File: config.mk
export PLATFORM = sky130hd
export DESIGN_NAME = logic_keyword_lexer_flat
export DESIGN_NICKNAME = d
export VERILOG_FILES = /design/src/lkl_pkg.sv /design/src/lkl_ifs.sv /design/src/lkl_front.sv /design/src/lkl_fifo.sv /design/src/lkl_back.sv /design/src/logic_keyword_lexer.sv /design/src/flat_wrapper.sv
export SDC_FILE = /design/constraint.sdc
export NUM_CORES = 1
export LEC_CHECK = 0
export BUFFER_PORTS_ARGS = -buffer_cell sky130_fd_sc_hd__buf_2
export CAP_MARGIN = 20
export CORE_ASPECT_RATIO = 0.6
export CORE_MARGIN = 5
export CORE_UTILIZATION = 60
export CTS_CLUSTER_DIAMETER = 50
export DETAILED_ROUTE_END_ITERATION = 7
export PLACE_DENSITY = 0.78
export SKIP_CTS_REPAIR_TIMING = 1
export SLEW_MARGIN = 20
export SYNTH_ARGS = -nofsm -noshare
export SYNTH_HDL_FRONTEND = slang
export SYNTH_HIERARCHICAL = 1
export SYNTH_SLANG_ARGS = --single-unit
File: constraint.sdc
create_clock -name clock -period 6.7 [get_ports clock]
set_input_delay 0.335 -clock clock [delete_from_list [all_inputs] [get_ports clock]]
set_output_delay 0.335 -clock clock [all_outputs]
set_load 0.01 [all_outputs]
File: src/lkl_pkg.sv
// Shared types, token codes and keyword tables for the logic keyword lexer.
package lkl_pkg;

   localparam int MAX_WORD_DEF   = 10;
   localparam int FIFO_DEPTH_DEF = 4;
   localparam int CSR_IDX_W      = 1;
   localparam int CSR_DATA_W     = 64;
   localparam int LINE_W         = 32;
   localparam int NUM_KW         = 7;
   localparam int KW_MAX_LEN     = 10;
   localparam int IDENT_BYTES    = 8;

   localparam logic [CSR_IDX_W-1:0]  CSR_IDENT_A       = 1'b0;
   localparam logic [CSR_IDX_W-1:0]  CSR_IDENT_B       = 1'b1;
   localparam logic [CSR_DATA_W-1:0] IDENT_A_RESET     = 64'd80;
   localparam logic [CSR_DATA_W-1:0] IDENT_B_RESET     = 64'd81;

   localparam logic [7:0] CH_LPAREN  = 8'h28;
   localparam logic [7:0] CH_RPAREN  = 8'h29;
   localparam logic [7:0] CH_NEWLINE = 8'h0A;
   localparam logic [7:0] CH_SPACE   = 8'h20;
   localparam logic [7:0] CH_TAB     = 8'h09;
   localparam logic [7:0] CH_CR      = 8'h0D;

   typedef enum logic [3:0] {
      TK_LPAREN  = 4'd0,
      TK_RPAREN  = 4'd1,
      TK_IDENT   = 4'd2,
      TK_AND     = 4'd3,
      TK_TRUE    = 4'd4,
      TK_FALSE   = 4'd5,
      TK_NOT     = 4'd6,
      TK_OR      = 4'd7,
      TK_IMPLIES = 4'd8,
      TK_EQUIV   = 4'd9,
      TK_END     = 4'd10,
      TK_UNKNOWN = 4'd11
   } token_kind_type;

   // Keyword text, first character in the lowest byte.
   localparam logic [8*KW_MAX_LEN-1:0] KW_TEXT [NUM_KW] = '{
      80'h444E41,
      80'h45555254,
      80'h45534C4146,
      80'h544F4E,
      80'h524F,
      80'h5345494C504D49,
      80'h544E454C415649555145
   };
   localparam logic [7:0] KW_LEN [NUM_KW] = '{8'd3, 8'd4, 8'd5, 8'd3, 8'd2, 8'd7, 8'd10};
   localparam token_kind_type KW_KIND [NUM_KW] = '{
      TK_AND, TK_TRUE, TK_FALSE, TK_NOT, TK_OR, TK_IMPLIES, TK_EQUIV
   };

   // Everything one input item yields, handed from the front to the back.
   typedef struct packed {
      logic               wrd_en;
      token_kind_type     wrd_kind;
      logic [7:0]         wrd_len;
      logic [7:0]         wrd_first;
      logic               chr_en;
      token_kind_type     chr_kind;
      logic [7:0]         chr_code;
      logic               end_en;
      logic [LINE_W-1:0]  line_pre;
      logic [LINE_W-1:0]  line_post;
   } lkl_entry_type;

   typedef struct packed {
      token_kind_type     kind;
      logic [7:0]         len;
      logic [7:0]         first;
      logic [LINE_W-1:0]  line;
      logic               last;
   } lkl_token_type;

endpackage

File: src/lkl_ifs.sv
// Handshake channel interfaces for source characters and tokens.
interface lkl_req_if;
   logic       valid;
   logic       ready;
   logic [7:0] char_code;
   logic       char_valid;
   logic       end_of_source;

   modport source (output valid, char_code, char_valid, end_of_source, input ready);
   modport sink (input valid, char_code, char_valid, end_of_source, output ready);
endinterface

interface lkl_rsp_if;
   logic        valid;
   logic        ready;
   logic [3:0]  token_kind;
   logic [7:0]  lexeme_length;
   logic [7:0]  first_char;
   logic [31:0] line_number;
   logic        last_of_run;

   modport source (output valid, token_kind, lexeme_length, first_char, line_number,
                   last_of_run, input ready);
   modport sink (input valid, token_kind, lexeme_length, first_char, line_number,
                 last_of_run, output ready);
endinterface

File: src/lkl_front.sv
// Front end: accepts characters, collects words, classifies and queues token records.
module lkl_front #(
   parameter int MAX_WORD = lkl_pkg::MAX_WORD_DEF
) (
   input  logic                          clock,
   input  logic                          reset,
   lkl_req_if.sink                       req_ch,
   input  logic                          csr_write_en,
   input  logic [lkl_pkg::CSR_IDX_W-1:0] csr_index,
   input  logic [lkl_pkg::CSR_DATA_W-1:0] csr_wdata,
   input  logic                          q_full,
   output logic                          q_push,
   output lkl_pkg::lkl_entry_type        q_data
);
   import lkl_pkg::*;

   localparam int IDX_W = $clog2(MAX_WORD);

   logic [7:0]            word_buf_ff [MAX_WORD];
   logic [7:0]            word_buf_in [MAX_WORD];
   logic [7:0]            word_len_ff, word_len_in, len_mid;
   logic                  word_pend_ff, word_pend_in, pend_mid;
   logic [LINE_W-1:0]     line_ff, line_in, line_post;
   logic [CSR_DATA_W-1:0] ident_a_ff, ident_b_ff;

   logic                  accept, is_letter, is_space, flush;
   logic [7:0]            c;
   logic [8*IDENT_BYTES-1:0] packed_word;
   logic                  kw_hit;
   token_kind_type        kw_kind, word_kind;
   lkl_entry_type         ent;

   assign req_ch.ready = !q_full;
   assign accept = req_ch.valid && !q_full;
   assign c = req_ch.char_code;

   always_comb begin
      is_letter = (c >= 8'h41 && c <= 8'h5A) || (c >= 8'h61 && c <= 8'h7A);
      is_space  = (c == CH_SPACE) || (c >= CH_TAB && c <= CH_CR);

      // Word state after the character, before any flush.
      word_buf_in = word_buf_ff;
      len_mid     = word_len_ff;
      pend_mid    = word_pend_ff;
      if (req_ch.char_valid && is_letter) begin
         for (int i = 0; i < MAX_WORD; i++) begin
            if (word_len_ff < 8'(MAX_WORD) && word_len_ff[IDX_W-1:0] == IDX_W'(i)) begin
               word_buf_in[i] = c;
            end
         end
         if (word_len_ff != 8'hFF) begin
            len_mid = word_len_ff + 8'd1;
         end
         pend_mid = 1'b1;
      end

      kw_hit  = 1'b0;
      kw_kind = TK_UNKNOWN;
      for (int k = NUM_KW - 1; k >= 0; k--) begin
         logic eq;
         eq = (len_mid == KW_LEN[k]);
         for (int i = 0; i < KW_MAX_LEN; i++) begin
            if (8'(i) < KW_LEN[k] && word_buf_in[i] != KW_TEXT[k][8*i +: 8]) begin
               eq = 1'b0;
            end
         end
         if (eq) begin
            kw_hit  = 1'b1;
            kw_kind = KW_KIND[k];
         end
      end

      for (int i = 0; i < IDENT_BYTES; i++) begin
         packed_word[8*i +: 8] = (8'(i) < len_mid) ? word_buf_in[i] : 8'h00;
      end

      if (len_mid > 8'(MAX_WORD)) begin
         word_kind = TK_UNKNOWN;
      end else if (kw_hit) begin
         word_kind = kw_kind;
      end else if (len_mid <= 8'(IDENT_BYTES)
                   && (packed_word == ident_a_ff || packed_word == ident_b_ff)) begin
         word_kind = TK_IDENT;
      end else begin
         word_kind = TK_UNKNOWN;
      end

      flush = (req_ch.char_valid && !is_letter) || req_ch.end_of_source;

      line_post = line_ff;
      if (req_ch.char_valid && c == CH_NEWLINE && line_ff != '1) begin
         line_post = line_ff + LINE_W'(1);
      end

      ent.wrd_en    = pend_mid && flush;
      ent.wrd_kind  = word_kind;
      ent.wrd_len   = len_mid;
      ent.wrd_first = word_buf_in[0];
      ent.chr_en    = req_ch.char_valid && !is_letter && !is_space;
      if (c == CH_LPAREN) begin
         ent.chr_kind = TK_LPAREN;
      end else if (c == CH_RPAREN) begin
         ent.chr_kind = TK_RPAREN;
      end else begin
         ent.chr_kind = TK_UNKNOWN;
      end
      ent.chr_code  = c;
      ent.end_en    = req_ch.end_of_source;
      ent.line_pre  = line_ff;
      ent.line_post = line_post;

      word_len_in  = flush ? 8'd0 : len_mid;
      word_pend_in = flush ? 1'b0 : pend_mid;
      line_in      = req_ch.end_of_source ? LINE_W'(1) : line_post;
   end

   assign q_data = ent;
   assign q_push = accept && (ent.wrd_en || ent.chr_en || ent.end_en);

   always_ff @(posedge clock) begin
      if (accept) begin
         word_buf_ff <= word_buf_in;
      end
   end

   always_ff @(posedge clock) begin
      if (reset) begin
         word_len_ff  <= 8'd0;
         word_pend_ff <= 1'b0;
         line_ff      <= LINE_W'(1);
      end else if (accept) begin
         word_len_ff  <= word_len_in;
         word_pend_ff <= word_pend_in;
         line_ff      <= line_in;
      end
   end

   always_ff @(posedge clock) begin
      if (reset) begin
         ident_a_ff <= IDENT_A_RESET;
         ident_b_ff <= IDENT_B_RESET;
      end else if (csr_write_en) begin
         case (csr_index)
            CSR_IDENT_A: ident_a_ff <= csr_wdata;
            CSR_IDENT_B: ident_b_ff <= csr_wdata;
            default: ;
         endcase
      end
   end

endmodule

File: src/lkl_fifo.sv
// Short queue of token records between the front end and the back end.
module lkl_fifo #(
   parameter int DEPTH = lkl_pkg::FIFO_DEPTH_DEF
) (
   input  logic                   clock,
   input  logic                   reset,
   input  logic                   push,
   input  lkl_pkg::lkl_entry_type push_data,
   input  logic                   pop,
   output lkl_pkg::lkl_entry_type head,
   output logic                   empty,
   output logic                   full
);
   import lkl_pkg::*;

   localparam int PTR_W = (DEPTH > 1) ? $clog2(DEPTH) : 1;
   localparam int CNT_W = $clog2(DEPTH + 1);

   lkl_entry_type    mem_ff [DEPTH];
   logic [PTR_W-1:0] wr_ptr_ff, wr_ptr_in, rd_ptr_ff, rd_ptr_in;
   logic [CNT_W-1:0] count_ff, count_in;
   logic             do_push, do_pop;

   assign empty   = (count_ff == '0);
   assign full    = (count_ff == CNT_W'(DEPTH));
   assign do_push = push && !full;
   assign do_pop  = pop && !empty;
   assign head    = mem_ff[rd_ptr_ff];

   always_comb begin
      wr_ptr_in = wr_ptr_ff;
      rd_ptr_in = rd_ptr_ff;
      count_in  = count_ff;
      if (do_push) begin
         wr_ptr_in = (wr_ptr_ff == PTR_W'(DEPTH - 1)) ? '0 : wr_ptr_ff + PTR_W'(1);
      end
      if (do_pop) begin
         rd_ptr_in = (rd_ptr_ff == PTR_W'(DEPTH - 1)) ? '0 : rd_ptr_ff + PTR_W'(1);
      end
      if (do_push && !do_pop) begin
         count_in = count_ff + CNT_W'(1);
      end else if (do_pop && !do_push) begin
         count_in = count_ff - CNT_W'(1);
      end
   end

   always_ff @(posedge clock) begin
      if (do_push) begin
         mem_ff[wr_ptr_ff] <= push_data;
      end
   end

   always_ff @(posedge clock) begin
      if (reset) begin
         wr_ptr_ff <= '0;
         rd_ptr_ff <= '0;
         count_ff  <= '0;
      end else begin
         wr_ptr_ff <= wr_ptr_in;
         rd_ptr_ff <= rd_ptr_in;
         count_ff  <= count_in;
      end
   end

endmodule

File: src/lkl_back.sv
// Back end: expands each token record into up to three tokens on the output register.
module lkl_back (
   input  logic                   clock,
   input  logic                   reset,
   input  lkl_pkg::lkl_entry_type head,
   input  logic                   q_empty,
   output logic                   q_pop,
   lkl_rsp_if.source              rsp_ch
);
   import lkl_pkg::*;

   logic          out_valid_ff, out_valid_in;
   lkl_token_type out_ff, out_in;
   logic          done_wrd_ff, done_wrd_in, done_chr_ff, done_chr_in;
   logic          advance, pend_wrd, pend_chr;

   assign advance  = !out_valid_ff || rsp_ch.ready;
   assign pend_wrd = head.wrd_en && !done_wrd_ff;
   assign pend_chr = head.chr_en && !done_chr_ff;

   always_comb begin
      out_in       = out_ff;
      out_valid_in = out_valid_ff;
      done_wrd_in  = done_wrd_ff;
      done_chr_in  = done_chr_ff;
      q_pop        = 1'b0;
      if (advance) begin
         out_valid_in = !q_empty;
         if (!q_empty) begin
            // The word goes first, then the character's token, then the end token.
            if (pend_wrd) begin
               out_in.kind  = head.wrd_kind;
               out_in.len   = head.wrd_len;
               out_in.first = head.wrd_first;
               out_in.line  = head.line_pre;
               out_in.last  = !pend_chr && !head.end_en;
               done_wrd_in  = 1'b1;
            end else if (pend_chr) begin
               out_in.kind  = head.chr_kind;
               out_in.len   = 8'd1;
               out_in.first = head.chr_code;
               out_in.line  = head.line_pre;
               out_in.last  = !head.end_en;
               done_chr_in  = 1'b1;
            end else begin
               out_in.kind  = TK_END;
               out_in.len   = 8'd0;
               out_in.first = 8'd0;
               out_in.line  = head.line_post;
               out_in.last  = 1'b1;
            end
            if (out_in.last) begin
               q_pop       = 1'b1;
               done_wrd_in = 1'b0;
               done_chr_in = 1'b0;
            end
         end
      end
   end

   always_ff @(posedge clock) begin
      out_ff <= out_in;
   end

   always_ff @(posedge clock) begin
      if (reset) begin
         out_valid_ff <= 1'b0;
         done_wrd_ff  <= 1'b0;
         done_chr_ff  <= 1'b0;
      end else begin
         out_valid_ff <= out_valid_in;
         done_wrd_ff  <= done_wrd_in;
         done_chr_ff  <= done_chr_in;
      end
   end

   assign rsp_ch.valid         = out_valid_ff;
   assign rsp_ch.token_kind    = out_ff.kind;
   assign rsp_ch.lexeme_length = out_ff.len;
   assign rsp_ch.first_char    = out_ff.first;
   assign rsp_ch.line_number   = out_ff.line;
   assign rsp_ch.last_of_run   = out_ff.last;

endmodule

File: src/logic_keyword_lexer.sv
// Top level of the logic keyword lexer: front end, record queue and back end.
// A token is registered in the record queue and then in the output register on its
// way from an accepted input item to rsp_ch.
// Throughput: one character per cycle while the queue is not full; tokens leave
// at one per cycle while rsp_ch is ready, an item's tokens before the next item's.
// Reset (synchronous, active high) empties the queue and output register, clears the
// pending word, sets the line count to one and the identifier names to P and Q.
module logic_keyword_lexer #(
   parameter int MAX_WORD   = lkl_pkg::MAX_WORD_DEF,
   parameter int FIFO_DEPTH = lkl_pkg::FIFO_DEPTH_DEF
) (
   input  logic                           clock,
   input  logic                           reset,
   lkl_req_if.sink                        req_ch,
   lkl_rsp_if.source                      rsp_ch,
   input  logic                           csr_write_en,
   input  logic [lkl_pkg::CSR_IDX_W-1:0]  csr_index,
   input  logic [lkl_pkg::CSR_DATA_W-1:0] csr_wdata
);
   import lkl_pkg::*;

   lkl_entry_type q_in, q_head;
   logic          q_push, q_pop, q_empty, q_full;

   lkl_front #(.MAX_WORD(MAX_WORD)) u_front (
      .clock        (clock),
      .reset        (reset),
      .req_ch       (req_ch),
      .csr_write_en (csr_write_en),
      .csr_index    (csr_index),
      .csr_wdata    (csr_wdata),
      .q_full       (q_full),
      .q_push       (q_push),
      .q_data       (q_in)
   );

   lkl_fifo #(.DEPTH(FIFO_DEPTH)) u_fifo (
      .clock     (clock),
      .reset     (reset),
      .push      (q_push),
      .push_data (q_in),
      .pop       (q_pop),
      .head      (q_head),
      .empty     (q_empty),
      .full      (q_full)
   );

   lkl_back u_back (
      .clock   (clock),
      .reset   (reset),
      .head    (q_head),
      .q_empty (q_empty),
      .q_pop   (q_pop),
      .rsp_ch  (rsp_ch)
   );

endmodule
File: src/flat_wrapper.sv
// flat-port wrapper written by rule: the top's interface ports become plain ports
module logic_keyword_lexer_flat import lkl_pkg::*;
#(
   parameter int MAX_WORD   = lkl_pkg::MAX_WORD_DEF,
   parameter int FIFO_DEPTH = lkl_pkg::FIFO_DEPTH_DEF
)
  (clock, reset, csr_write_en, csr_index, csr_wdata, req_ch_valid, req_ch_char_code, req_ch_char_valid, req_ch_end_of_source, req_ch_ready, rsp_ch_valid, rsp_ch_token_kind, rsp_ch_lexeme_length, rsp_ch_first_char, rsp_ch_line_number, rsp_ch_last_of_run, rsp_ch_ready);
  lkl_req_if req_ch_i ();
  lkl_rsp_if rsp_ch_i ();
  input  logic clock;
  input  logic reset;
  input  logic csr_write_en;
  input  logic [lkl_pkg::CSR_IDX_W-1:0] csr_index;
  input  logic [lkl_pkg::CSR_DATA_W-1:0] csr_wdata;
  input wire logic [$bits(req_ch_i.valid)-1:0] req_ch_valid;
  input wire logic [$bits(req_ch_i.char_code)-1:0] req_ch_char_code;
  input wire logic [$bits(req_ch_i.char_valid)-1:0] req_ch_char_valid;
  input wire logic [$bits(req_ch_i.end_of_source)-1:0] req_ch_end_of_source;
  output wire logic [$bits(req_ch_i.ready)-1:0] req_ch_ready;
  output wire logic [$bits(rsp_ch_i.valid)-1:0] rsp_ch_valid;
  output wire logic [$bits(rsp_ch_i.token_kind)-1:0] rsp_ch_token_kind;
  output wire logic [$bits(rsp_ch_i.lexeme_length)-1:0] rsp_ch_lexeme_length;
  output wire logic [$bits(rsp_ch_i.first_char)-1:0] rsp_ch_first_char;
  output wire logic [$bits(rsp_ch_i.line_number)-1:0] rsp_ch_line_number;
  output wire logic [$bits(rsp_ch_i.last_of_run)-1:0] rsp_ch_last_of_run;
  input wire logic [$bits(rsp_ch_i.ready)-1:0] rsp_ch_ready;
  assign req_ch_i.valid = req_ch_valid;
  assign req_ch_i.char_code = req_ch_char_code;
  assign req_ch_i.char_valid = req_ch_char_valid;
  assign req_ch_i.end_of_source = req_ch_end_of_source;
  assign req_ch_ready = req_ch_i.ready;
  assign rsp_ch_valid = rsp_ch_i.valid;
  assign rsp_ch_token_kind = rsp_ch_i.token_kind;
  assign rsp_ch_lexeme_length = rsp_ch_i.lexeme_length;
  assign rsp_ch_first_char = rsp_ch_i.first_char;
  assign rsp_ch_line_number = rsp_ch_i.line_number;
  assign rsp_ch_last_of_run = rsp_ch_i.last_of_run;
  assign rsp_ch_i.ready = rsp_ch_ready;
  logic_keyword_lexer #(.MAX_WORD(MAX_WORD), .FIFO_DEPTH(FIFO_DEPTH)) u_core (.clock(clock), .reset(reset), .req_ch(req_ch_i), .rsp_ch(rsp_ch_i), .csr_write_en(csr_write_en), .csr_index(csr_index), .csr_wdata(csr_wdata));
endmodule
==> impl_metrics.ini <==
[placement]
gp_congestion = 1.05
pre_cts_slack_ns = 1.18
post-dp-hpwl_mm = 76.6
port_buffers = 134

[synth]
ys_seq_area_share_pct = 61.1
yosys.area_share.simple_pct = 13.1
synthFlopType = edfxtp_1
synth_top_area_cell = edfxtp_1
syn_avg_cell_area_sq_um = 12.5
netlist_area_sq_um = 31900
yosysWarnings = 6
synth_adder_area_share_pct = 0.493
syn_inst = 2553
syn_nets = 2645
synth_mux_area_share_pct = 10.0
synth_top_family_by_area = simple AND/OR/NAND/NOR gates
synth.most_common_cell = edfxtp_1
async_reset_ff_share_pct = 0
synth.distinct_cells = 96
ys_top_cells_by_area = edfxtp_1, dfxtp_1, mux4_2
synth_compound_area_share_pct = 9.62
yosys.area.top_type_share_pct = 49.7
synth_edf_count = 529
yosys.area_share.xor_xnor_pct = 2.17
ys_ff_latch = 710
synth_commonest_cells = edfxtp_1, nand2_1, a21oi_1

[routing]
drt-vias-per-instance = 6.93
ant_nets = 0
drtIter0Drc = 4157
drc_errors = 1
wirelength_mm = 109
vias = 24100
wl_per_cell_um = 31.2
firstDrtPassIters = 8

[sta]
clock_skew_ns = 0.0269
worstMarginPinSlew_ns = 1.11
slew_viol_final = 0
final_hold_viol_count = 2
fin_ws_ns = 0.869
relSlewSlack_pct = 24.1
period_share_pct = 87.0
setup-tns-final_ns = 0
setup_viol = 0
worst_hold_slack_ns = -0.0119
fmax_ghz = 0.172
fin_crit_ns = 5.83
rsz0062_at_grt = no

[worst_setup_path]
cp_cell_sequence = ha_1, nand2_1, nor3_1, o211ai_1, a22oi_1, o211a_1, a21oi_1, o32ai_1, o2111ai_1, or4_1, o31ai_1, a21oi_1
crit_path_start_kind = register
max_stage_delay_ns = 0.79
crit_buf_inv = 0
cpMostUsedCell = a21oi_1
cp_max_fo = 18
critPathSlowestCell = o32ai_1
cp.arrival_ns = 6.15
end_kind = register
cpLargestDelayFamily = compound AO/OA/AOI/OAI gates
regToRegSetupSlack_ns = 0.87
cp.required_ns = 7.02
crit_type = reg2reg

[global_route]
grt-ovfl-total = 0
grt_pass1_vias = 22200
grt_pass1_wl_mm = 155
grt_use_total_pct = 36.6
antenna_found_initial = 7
grt_start_max_net_pins = 99

[final_layout]
fin_nets = 2818
synthToLayoutAreaGrowth_pct = 13.3
drive_gt1_share_pct = 16.9

[power_and_ir_drop]
p_leak_uw = 0.0124
power_per_cell_area_nw_per_um2 = 329
vdd_drop_max_uv = 346

[cts]
path_clk_slew_ns = 0.06
ctsRootBufferMaster = clkbuf_16
cts_tree = yes
clock-sinks = 710
cts_inserted_buffers = 67
h-tree-depth = 3
cts_max_path_buffers = 3
clkLatencyLatePin_ns = 0.62

[die]
dieArea_sq_um = 58100
std_cell_rows = 65
core_sq_um = 52600
die_width_um = 308
ioPinCount = 135
start_util_pct = 60.7
fp.dieH_um = 189

[worst_hold_path]
min_path_type = in2reg

[status]
failed_checks = design-rule violations, negative hold slack
outcome = finished with violations

[run]
maxCapViolCount = 0
## worst reg2reg max path, delay by kind of cell, from the launching register on
kind                     cells  cell delay [ns]
AO/OA/AOI/OAI                8             3.23
adder cells (fa/ha/maj)      1             0.41
flip-flops                   1             0.50
AND/OR/NAND/NOR              3             1.40
## power breakdown
part,switching [uW],total [uW],internal [uW]
clock,1750,3960,2220
sequential,255,5580,5320
combinational,1510,2380,872
## registers in the layout (all words and copies together), names as in the netlist, named ones only
name,count
u_core/u_back/done_chr_ff,1
u_core/u_fifo/mem_ff,396
u_core/u_back/rsp_ch.first_char,8
u_core/u_front/line_ff,32
u_core/u_back/rsp_ch.token_kind,4
u_core/u_front/word_pend_ff,1
u_core/u_back/done_wrd_ff,1
u_core/u_front/word_buf_ff,80
u_core/u_front/word_len_ff,8
u_core/u_front/ident_a_ff,64
u_core/u_fifo/rd_ptr_ff,2
u_core/u_front/ident_b_ff,64
u_core/u_fifo/count_ff,3
u_core/u_back/rsp_ch.last_of_run,1
u_core/u_back/rsp_ch.line_number,32
u_core/u_fifo/wr_ptr_ff,2
u_core/u_back/rsp_ch.lexeme_length,8
u_core/u_back/rsp_ch.valid,1
## per-stage QoR
| stage | power [uW] | hold slack, ns | cells | area (sq um) | utilization [%] |
|---|---|---|---|---|---|
| 4_1_cts | 11900 | -0.0746 | 3427 | 35600 | 67.7 |
| 6_report | 11900 | -0.0119 | 3484 | 36200 | 68.8 |
| 5_1_grt | 12300 | 0.000228 | 3484 | 36200 | 68.8 |
| 2_1_floorplan | 7050 | 0.404 | 2553 | 31900 | - |
| 3_3_place_gp | 7820 | 0.446 | 3303 | 33300 | 63.3 |
| 3_5_place_dp | 7920 | 0.463 | 3304 | 33300 | 63.3 |
## cell type report
type | count | area (sq um)
diodes | 1 | 2.50
clock buffers | 94 | 1930
clock inverters | 29 | 358
fillers | 3479 | 16400
inverters | 92 | 348
multi-input cells | 1597 | 11400
flip-flops and latches | 710 | 19500
well taps | 703 | 880
repair buffers | 258 | 1800
## logic make-up after synthesis
kind of cell | Yosys count
flip-flops | 710
XOR/XNOR | 79
multiplexers | 190
other | 1
AND/OR/NAND/NOR | 837
buffers and inverters | 246
adder cells (fa/ha/maj) | 12
AO/OA/AOI/OAI | 478
## final timing paths
| kind | start | to | depth (start not counted) |
|---|---|---|---|
| max | u_core/u_front/word_len_ff[1] | u_core/u_fifo/mem_ff[2][97] | 12 |
| min | csr_wdata[36] | u_core/u_front/ident_b_ff[36] | 3 |
| max reg2reg | u_core/u_front/word_len_ff[1] | u_core/u_fifo/mem_ff[2][97] | 12 |
| min reg2reg | u_core/u_front/ident_b_ff[40] | u_core/u_front/ident_b_ff[40] | 2 |
## routing by layer
metal / vias up / track usage, % / wire [um]
met5: - / 1.83 / 172
met4: 4 / 6.35 / 1860
met3: 162 / 16.1 / 18300
met2: 1892 / 47.7 / 43300
met1: 12100 / 57.4 / 45100
li1: 10000 / - / -
## cells in the final DEF, fill, tap and decap left out, drive strengths merged, types with 44 or more instances in the layout
cell and instances:
edfxtp 529, inv 97, dfxtp 181, nor2 128, nand2 339, nor3 47
a21oi 188, mux2 49, dlygate4sd3 56, clkbuf 94, xnor2 44, o21ai 74
nand3 54, mux4 99, buf 202
No activity file was read; power rests on OpenSTA's default activity.
